===== config.mk =====
export PLATFORM = sky130hd
export DESIGN_NAME = command_token_matcher_core
export DESIGN_NICKNAME = d
export VERILOG_FILES = /design/src/sv/ctm_pkg.sv /design/src/sv/ctm_tokenizer.sv /design/src/sv/ctm_result_queue.sv /design/src/sv/command_token_matcher_core.sv
export SDC_FILE = /design/constraint.sdc
export NUM_CORES = 1
export LEC_CHECK = 0
export BUFFER_PORTS_ARGS = -buffer_cell sky130_fd_sc_hd__buf_2
export CAP_MARGIN = 20
export CORE_MARGIN = 10
export CORE_UTILIZATION = 55
export DETAILED_ROUTE_END_ITERATION = 8
export PLACE_DENSITY_LB_ADDON = 0.1
export SLEW_MARGIN = 20
export SYNTH_ARGS = -nofsm -noshare
export SYNTH_HDL_FRONTEND = slang
export SYNTH_SLANG_ARGS = --single-unit

===== constraint.sdc =====
create_clock -name i_clk -period 12 [get_ports i_clk]
set_clock_uncertainty 0.05 [all_clocks]
set_input_delay 2.4 -clock i_clk [delete_from_list [all_inputs] [get_ports i_clk]]
set_output_delay 2.4 -clock i_clk [all_outputs]
set_load 0.01 [all_outputs]

===== src/sv/ctm_pkg.sv =====
// Package of the command token matcher: codes, defaults, result types and port layout.
// Depends on nothing; used by every module of the block and by its checker.
package ctm_pkg;

    localparam int DEF_BUFFER_BYTES = 64;
    localparam int DEF_NAME_CHARS   = 8;
    localparam int DEF_NAME_SLOTS   = 4;

    localparam int CFG_DATA_W  = 64;
    localparam int CFG_INDEX_W = 3;
    localparam int TEXT_BYTES  = 8;

    localparam logic [7:0] RST_END_CHAR  = 8'd59;
    localparam logic [7:0] RST_CMD_SEP   = 8'd44;
    localparam logic [7:0] RST_ARG_SEP   = 8'd32;
    localparam logic [7:0] BYTE_CR       = 8'd13;
    localparam logic [7:0] BYTE_LF       = 8'd10;
    localparam logic [6:0] LENGTH_MAX    = 7'd64;

    localparam int QUEUE_DEPTH = 4;
    localparam int QPTR_W      = $clog2(QUEUE_DEPTH);
    localparam int QCNT_W      = $clog2(QUEUE_DEPTH + 1);

    // Output tdata layout.
    localparam int OUT_TDATA_W  = 80;
    localparam int POS_TEXT     = 0;
    localparam int POS_LENGTH   = 64;
    localparam int POS_FOUND    = 71;
    localparam int POS_INDEX    = 72;
    localparam int POS_DROPPED  = 74;
    localparam int PAD_W        = OUT_TDATA_W - POS_DROPPED - 1;

    typedef enum logic [1:0] {
        KIND_COMMAND  = 2'd0,
        KIND_ARGUMENT = 2'd1,
        KIND_END      = 2'd2
    } t_kind;

    typedef enum logic [CFG_INDEX_W-1:0] {
        CFG_END_CHAR      = 3'd0,
        CFG_CMD_SEP       = 3'd1,
        CFG_ARG_SEP       = 3'd2,
        CFG_COMMAND_COUNT = 3'd3,
        CFG_NAME_0        = 3'd4,
        CFG_NAME_1        = 3'd5,
        CFG_NAME_2        = 3'd6,
        CFG_NAME_3        = 3'd7
    } t_cfg_index;

    typedef struct packed {
        t_kind       kind;
        logic [63:0] text;
        logic [6:0]  length;
        logic        found;
        logic [1:0]  index;
        logic        dropped;
        logic        last;
    } t_result;

    typedef struct packed {
        logic [1:0] count;
        t_result    res0;
        t_result    res1;
    } t_push;

endpackage


===== src/sv/ctm_tokenizer.sv =====
// Configuration registers, tokenizer state and per-item step with name matching.
// Depends on ctm_pkg; produces up to two result items for the result queue.
module ctm_tokenizer import ctm_pkg::*; #(
    parameter int BUFFER_BYTES = DEF_BUFFER_BYTES,
    parameter int NAME_CHARS   = DEF_NAME_CHARS,
    parameter int NAME_SLOTS   = DEF_NAME_SLOTS
) (
    input  logic                   i_clk,
    input  logic                   i_rst_n,
    input  logic                   i_cfg_wr_en,
    input  logic [CFG_INDEX_W-1:0] i_cfg_index,
    input  logic [CFG_DATA_W-1:0]  i_cfg_data,
    input  logic                   i_step,
    input  logic [7:0]             i_byte,
    output t_push                  o_push
);

    localparam int FILL_W = $clog2(BUFFER_BYTES + 1);
    localparam int NAME_W = NAME_CHARS * 8;

    logic [7:0]        r_end_char;
    logic [7:0]        r_cmd_sep;
    logic [7:0]        r_arg_sep;
    logic [2:0]        r_command_count;
    logic [NAME_W-1:0] r_name [NAME_SLOTS];

    logic [63:0]       r_chars, n_chars;
    logic [6:0]        r_count, n_count;
    logic [FILL_W-1:0] r_fill, n_fill;
    logic              r_in_args, n_in_args;
    logic              r_overflowed, n_overflowed;

    logic [NAME_SLOTS-1:0] slot_hit;
    logic                  any_hit;
    logic [1:0]            hit_index;
    t_result               tok_res;
    t_result               end_res;

    function automatic logic name_equal(input logic [63:0] tok, input logic [NAME_W-1:0] name);
        logic eq;
        logic stop;
        eq   = 1'b1;
        stop = 1'b0;
        for (int j = 0; j < NAME_CHARS; j++) begin
            if (!stop) begin
                if (tok[8*j +: 8] != name[8*j +: 8]) begin
                    eq   = 1'b0;
                    stop = 1'b1;
                end else if (tok[8*j +: 8] == 8'd0) begin
                    stop = 1'b1;
                end
            end
        end
        return eq;
    endfunction

    always_ff @(posedge i_clk) begin
        if (!i_rst_n) begin
            r_end_char      <= RST_END_CHAR;
            r_cmd_sep       <= RST_CMD_SEP;
            r_arg_sep       <= RST_ARG_SEP;
            r_command_count <= 3'd0;
        end else if (i_cfg_wr_en) begin
            unique case (t_cfg_index'(i_cfg_index))
                CFG_END_CHAR:      r_end_char      <= i_cfg_data[7:0];
                CFG_CMD_SEP:       r_cmd_sep       <= i_cfg_data[7:0];
                CFG_ARG_SEP:       r_arg_sep       <= i_cfg_data[7:0];
                CFG_COMMAND_COUNT: r_command_count <= i_cfg_data[2:0];
                CFG_NAME_0, CFG_NAME_1, CFG_NAME_2, CFG_NAME_3: begin
                end
            endcase
        end
    end

    for (genvar g = 0; g < NAME_SLOTS; g++) begin : g_slot
        always_ff @(posedge i_clk) begin
            if (!i_rst_n) begin
                r_name[g] <= '0;
            end else if (i_cfg_wr_en &&
                         i_cfg_index == 3'(CFG_NAME_0) + 3'(g)) begin
                r_name[g] <= i_cfg_data[NAME_W-1:0];
            end
        end

        assign slot_hit[g] = (3'(g) < r_command_count) && name_equal(r_chars, r_name[g]);
    end

    always_comb begin
        any_hit   = |slot_hit;
        hit_index = 2'd0;
        for (int g = NAME_SLOTS - 1; g >= 0; g--) begin
            if (slot_hit[g]) begin
                hit_index = 2'(g);
            end
        end
    end

    always_comb begin
        tok_res.kind    = r_in_args ? KIND_ARGUMENT : KIND_COMMAND;
        tok_res.text    = r_chars;
        tok_res.length  = r_count;
        tok_res.found   = !r_in_args && any_hit;
        tok_res.index   = r_in_args ? 2'd0 : hit_index;
        tok_res.dropped = r_overflowed;
        tok_res.last    = 1'b0;

        end_res.kind    = KIND_END;
        end_res.text    = '0;
        end_res.length  = '0;
        end_res.found   = 1'b0;
        end_res.index   = 2'd0;
        end_res.dropped = r_overflowed;
        end_res.last    = 1'b1;
    end

    always_comb begin
        n_chars      = r_chars;
        n_count      = r_count;
        n_fill       = r_fill;
        n_in_args    = r_in_args;
        n_overflowed = r_overflowed;
        o_push.count = 2'd0;
        o_push.res0  = tok_res;
        o_push.res1  = end_res;

        if (i_step) begin
            if (i_byte == BYTE_CR || i_byte == BYTE_LF) begin
                n_chars = r_chars;
            end else if (i_byte == r_end_char) begin
                if (r_in_args || r_count != 7'd0) begin
                    o_push.count = 2'd2;
                end else begin
                    o_push.count = 2'd1;
                    o_push.res0  = end_res;
                end
                n_chars      = '0;
                n_count      = '0;
                n_fill       = '0;
                n_in_args    = 1'b0;
                n_overflowed = 1'b0;
            end else if (r_fill >= FILL_W'(BUFFER_BYTES)) begin
                n_overflowed = 1'b1;
            end else begin
                n_fill = r_fill + 1'b1;
                if (i_byte == r_cmd_sep) begin
                    if (r_count != 7'd0) begin
                        o_push.count     = 2'd1;
                        o_push.res0.last = 1'b1;
                        n_chars          = '0;
                        n_count          = '0;
                    end
                    n_in_args = 1'b0;
                end else if (i_byte == r_arg_sep) begin
                    if (r_in_args || r_count != 7'd0) begin
                        o_push.count     = 2'd1;
                        o_push.res0.last = 1'b1;
                        n_chars          = '0;
                        n_count          = '0;
                        n_in_args        = 1'b1;
                    end
                end else begin
                    if (r_count < 7'(TEXT_BYTES)) begin
                        n_chars[8*r_count[2:0] +: 8] = i_byte;
                    end
                    if (r_count < LENGTH_MAX) begin
                        n_count = r_count + 1'b1;
                    end
                end
            end
        end
    end

    always_ff @(posedge i_clk) begin
        if (!i_rst_n) begin
            r_chars      <= '0;
            r_count      <= '0;
            r_fill       <= '0;
            r_in_args    <= 1'b0;
            r_overflowed <= 1'b0;
        end else begin
            r_chars      <= n_chars;
            r_count      <= n_count;
            r_fill       <= n_fill;
            r_in_args    <= n_in_args;
            r_overflowed <= n_overflowed;
        end
    end

endmodule


===== src/sv/ctm_result_queue.sv =====
// Four-entry result queue that takes up to two result items a cycle and gives one.
// Depends on ctm_pkg for the result types and the queue depth.
module ctm_result_queue import ctm_pkg::*; (
    input  logic    i_clk,
    input  logic    i_rst_n,
    input  t_push   i_push,
    output logic    o_room,
    output logic    o_valid,
    output t_result o_item,
    input  logic    i_ready
);

    t_result           r_mem [QUEUE_DEPTH];
    logic [QPTR_W-1:0] r_wr;
    logic [QPTR_W-1:0] r_rd;
    logic [QCNT_W-1:0] r_cnt;
    logic              pop;

    assign o_valid = r_cnt != '0;
    assign o_item  = r_mem[r_rd];
    assign o_room  = r_cnt <= QCNT_W'(QUEUE_DEPTH - 2);
    assign pop     = o_valid && i_ready;

    always_ff @(posedge i_clk) begin
        if (i_push.count != 2'd0) begin
            r_mem[r_wr] <= i_push.res0;
        end
        if (i_push.count == 2'd2) begin
            r_mem[QPTR_W'(r_wr + 1'b1)] <= i_push.res1;
        end
    end

    always_ff @(posedge i_clk) begin
        if (!i_rst_n) begin
            r_wr  <= '0;
            r_rd  <= '0;
            r_cnt <= '0;
        end else begin
            r_wr  <= r_wr + QPTR_W'(i_push.count);
            r_rd  <= r_rd + QPTR_W'(pop);
            r_cnt <= r_cnt + QCNT_W'(i_push.count) - QCNT_W'(pop);
        end
    end

endmodule


===== src/sv/command_token_matcher_core.sv =====
// Top level of the command token matcher: input register, tokenizer and result queue.
// Depends on ctm_pkg, ctm_tokenizer and ctm_result_queue.
//
// Received bytes enter on the s_axis channel, one byte an item in tdata[7:0].
// Result items leave on the m_axis channel: tuser carries the token kind, tlast
// marks the final item caused by one byte, and tdata carries the token text, the
// token length, the match flag, the match index and the dropped-bytes flag.
// The configuration port writes one register per cycle; the user must write it only
// while the block is idle; the block does not enforce this. A byte is held in an
// input register until it is processed. One byte is accepted every cycle while the
// queue has room; a terminator that closes a pending token causes two result items,
// which leave one per cycle when the receiver is ready, through a four-entry queue.
// A byte is processed only when the queue has room for two items; when the
// receiver stalls, the queue fills, the byte waits in the input register and
// s_axis_tready falls. Reset restores the default separators, clears the names,
// the command count and the token state, and empties the queue.
module command_token_matcher_core import ctm_pkg::*; #(
    parameter int BUFFER_BYTES = DEF_BUFFER_BYTES,
    parameter int NAME_CHARS   = DEF_NAME_CHARS,
    parameter int NAME_SLOTS   = DEF_NAME_SLOTS
) (
    input  logic                   i_clk,
    input  logic                   i_rst_n,
    input  logic                   i_cfg_wr_en,
    input  logic [CFG_INDEX_W-1:0] i_cfg_index,
    input  logic [CFG_DATA_W-1:0]  i_cfg_data,
    input  logic                   s_axis_tvalid,
    output logic                   s_axis_tready,
    input  logic [7:0]             s_axis_tdata,   // rx_byte
    output logic                   m_axis_tvalid,
    input  logic                   m_axis_tready,
    // token_text, token_length, match_found, match_index, bytes_dropped, zero pad
    output logic [OUT_TDATA_W-1:0] m_axis_tdata,
    output logic [1:0]             m_axis_tuser,   // token_kind
    output logic                   m_axis_tlast
);

    logic       r_in_valid;
    logic [7:0] r_in_byte;
    logic       room;
    logic       step;
    t_push      push;
    t_result    item;

    assign step          = r_in_valid && room;
    assign s_axis_tready = !r_in_valid || step;

    always_ff @(posedge i_clk) begin
        if (!i_rst_n) begin
            r_in_valid <= 1'b0;
        end else if (s_axis_tvalid && s_axis_tready) begin
            r_in_valid <= 1'b1;
        end else if (step) begin
            r_in_valid <= 1'b0;
        end
    end

    always_ff @(posedge i_clk) begin
        if (s_axis_tvalid && s_axis_tready) begin
            r_in_byte <= s_axis_tdata;
        end
    end

    ctm_tokenizer #(
        .BUFFER_BYTES (BUFFER_BYTES),
        .NAME_CHARS   (NAME_CHARS),
        .NAME_SLOTS   (NAME_SLOTS)
    ) u_tokenizer (
        .i_clk       (i_clk),
        .i_rst_n     (i_rst_n),
        .i_cfg_wr_en (i_cfg_wr_en),
        .i_cfg_index (i_cfg_index),
        .i_cfg_data  (i_cfg_data),
        .i_step      (step),
        .i_byte      (r_in_byte),
        .o_push      (push)
    );

    ctm_result_queue u_queue (
        .i_clk   (i_clk),
        .i_rst_n (i_rst_n),
        .i_push  (push),
        .o_room  (room),
        .o_valid (m_axis_tvalid),
        .o_item  (item),
        .i_ready (m_axis_tready)
    );

    assign m_axis_tdata = {PAD_W'(0), item.dropped, item.index, item.found,
                           item.length, item.text};
    assign m_axis_tuser = item.kind;
    assign m_axis_tlast = item.last;

endmodule


==> results.md <==
* YS warnings at 0
* RSZ-0062 raised after global routing: false
* Max Root-Sink Buffers at 3
* Final Critical Period at 5.59 ns
* Commonest cells post-synth: dfxtp_1, edfxtp_1, and2_1, nand2_1, xnor2_1
* FF-to-FF path depth at 9
* Total power at 5.34 mW
* Req. time, crit path at approximately 9.6 ns
* Synth Area in XOR/XNOR at under 10%
* Routability cong. at 0.897
* Detailed Route WL at 80200 um
* Main synth FF type: dfxtp_1
* CTS tree: yes
* Die Ht at 253 um
* Mux cell area share after synthesis at 6.23%
* # resized after CTS at 0
* Post-DR vias/cell at 6.00
* Setup Fix Bufs, Post-CTS at 0
* Num CTS Buffers at 74
* Tot GR Track Use at around a quarter
* IO Count at around 170
* CTS H-Tree Depth at 3
* Post-synthesis adder-cell area fraction at less than 1%
* Post-Synth Simple-Gate Area at 14.1%
* Initial core utilization at 55.5%
* Switching share of power at 23.5%
* NumNets Final at 2712
* Initial antenna violation count at 8
* Sinks on the clock net at between 600 and 700
* First-pass GRT wire length at 123000 um
* Remaining DRCs at 0
* Crit share post-route at 46.6%
* Slew HR at 25.6%
* Largest net degree at the start of global routing at about 80
* DRT Pass-1 Iters at 5
* Psw at 1.26 mW
* Final setup fails at 0
* Internal Pwr Total at 4.08 mW
* Flop pwr share at between 40% and 50%
* Root buffer cell: clkbuf_16
* Setup TNS Final at 0 ns
* Synth Instances at 2574
* Setup crit start kind: flop
* Area growth syn-to-layout at 11.7%
* Gr ovfl total at 0
* Synth Area in Compound Gates at 12.0%
* Combinational family with the most area after synthesis: simple AND/OR/NAND/NOR gates
* R2R setup slack at roughly 7.6 ns
* Die Area at 0.0642 sq mm
* Unique masters post-synth at 71
* Vias in the first global route at 20167
* Hpwl dp at roughly 52000 um
* Non-Filler Instances at 3377
* Post-placement cell count at 3241
* Mean Syn Cell Area at around 12 sq um
* Final-report hold violation count at 0
* Post-synthesis cell area at around 0.03 sq mm
* Cell accounting for the most synthesized area: dfxtp_1
* Clock power frac at between 40% and 50%
* Row count at 85
* Critical R2R Launch: r_in_byte[0]
* Peak VDD IR at 0.0967 mV
* Sequential area share after synthesis at 55.2%
* Detail Route Antenna Nets at 0
* Starting DRT DRC Count at 1771
* Leakage at 11.5 nW
* Clock Latency Late Sink at 0.62 ns
* Share of post-route cells with drive strength above 1 at 16.5%
* Worst Hold Path Cells at 2
* Synth area leaders: dfxtp_1, edfxtp_1, xnor2_1
* CP endpoint kind: primary output
* Core region area at 0.0539 sq mm
* Max Clk Rate at 179 MHz
* Flops & latches, synth at 691
* Fin. max-slew vios at 0
* Crit path DAT at 3.14 ns
* # fillers at 4337
* Hold Buf Count CTS at 0
* Ys async rst share at 0%
* Comb power frac at 7.5%
* Worst-margin pin slew at 1.12 ns
* Status: completed
* Total number of vias at between 20000 and 25000
* Met1 Wirelength at 35600 um
* DR WL met3 at 6200 um
* Clock transition at path regs at approximately 0.06 ns
* Most common cell in the netlist: dfxtp_1
* Worst Hold End: u_queue.r_mem[0][58]
* CP max FO at 46
* Yosys top cell area share at roughly 28%
* Hold Path Origin: u_queue.r_mem[0][58]
* Number of port buffers at 159
* HP Class: reg -> reg
* Dpl ws at 6.93 ns
* CP Class: reg -> out
* Number of max-cap violations at 0
* Wire length on met2 at 36600 um
* Die Width at 253 um
* Avg WL per Cell at 23.7 um
* R2r endpoint: u_queue.r_mem[3][17]
* Uppermost layer routed: met5
* Number of flops mapped to enable cells by yosys at ~270
* Worst Setup SP: u_queue.r_rd[0]
* Setup ws final at 6.41 ns
* Power per Cell Area at around 160 mW/mm^2
==> final cells by class <==
type                            count  area [sq um]  share of cell area, %
Sequential cell                   691         16500                   49.4
Multi-Input combinational cell   1647         12500                   37.3
Clock buffer                      107          2190                   6.56
Timing Repair Buffer              186          1010                   3.01
Tap cell                          696           871                   2.60
Clock inverter                     27           282                  0.842
Inverter                           21          78.8                  0.236
Antenna cell                        2          5.00                 0.0150
==> metrics by stage <==
step	cell area, sq um	util (%)	hold WS, ns
2_1_floorplan	30000	-	0.370
3_3_place_gp	30900	57.4	0.379
3_5_place_dp	31000	57.4	0.391
4_1_cts	33400	62.0	0.406
5_1_grt	33500	62.0	0.422
6_report	33500	62.0	0.399
==> registers in the layout, summed over array words and instances (netlist names), 7 cells and up <==
| signal | count |
|---|---|
| u_queue.r_mem | 312 |
| u_tokenizer.r_name | 256 |
| u_tokenizer.r_chars | 64 |
| r_in_byte | 8 |
| u_tokenizer.r_arg_sep | 8 |
| u_tokenizer.r_cmd_sep | 8 |
| u_tokenizer.r_end_char | 8 |
| u_tokenizer.r_count | 7 |
| u_tokenizer.r_fill | 7 |
==> layer usage <==
metal,GRT usage [%],up-vias
li1,-,9333
met1,34.6,10108
met2,38.2,679
met3,5.52,130
met4,6.56,12
met5,0,-
==> power groups by stage <==
stage	clock network, mW	registers [mW]	logic (mW)
detailed placement	0	2.67	0.403
floorplan	0	2.60	0.346
global route	2.44	2.63	0.436
global placement	0	2.67	0.396
finish	2.32	2.62	0.402
CTS	2.35	2.62	0.405
==> cells in the final DEF (no fill, tap or decap), types with 21 or more instances in the layout <==
cell type	instances
mux4_2	78
a21oi_1	54
buf_2	159
nand4_1	57
xnor2_1	221
clkbuf_16	79
nand2_1	259
o2bb2ai_1	203
buf_4	26
and2_1	265
nand3b_1	21
a22o_1	23
nand3_1	46
dfxtp_1	421
nor2_1	47
o21ai_0	92
xor2_1	70
nor4_1	33
edfxtp_1	268
==> critical path: stages, from the launching register on <==
cell	delay (ns)
dfxtp_4	0.95
buf_4	0.70
mux4_2	0.63
buf_2	0.17
==> how the worst max path moves through the flow <==
stage                                            to  slack, ns
after CTS                           m_axis_tdata[6]       6.33
after floorplan            u_tokenizer.r_name[0][0]       4.15
final                              m_axis_tdata[16]       6.41
after detailed placement  u_tokenizer.r_name[1][28]       6.93
after global routing                m_axis_tdata[2]       6.21
after global placement              m_axis_tdata[6]       7.00
==> cell families (layout without fill, tap and decap cells) <==
group / Yosys count / count (layout)
and+or+nand+nor: 790 / 790
DFF: 691 / 691
AOI/OAI and AO/OA: 461 / 461
xor gates and xnor gates: 291 / 291
buffers and inverters: 240 / 341
muxes: 89 / 89
adders and majority gates: 11 / 11
other: 1 / 7
(Power assumes the default switching activity.)
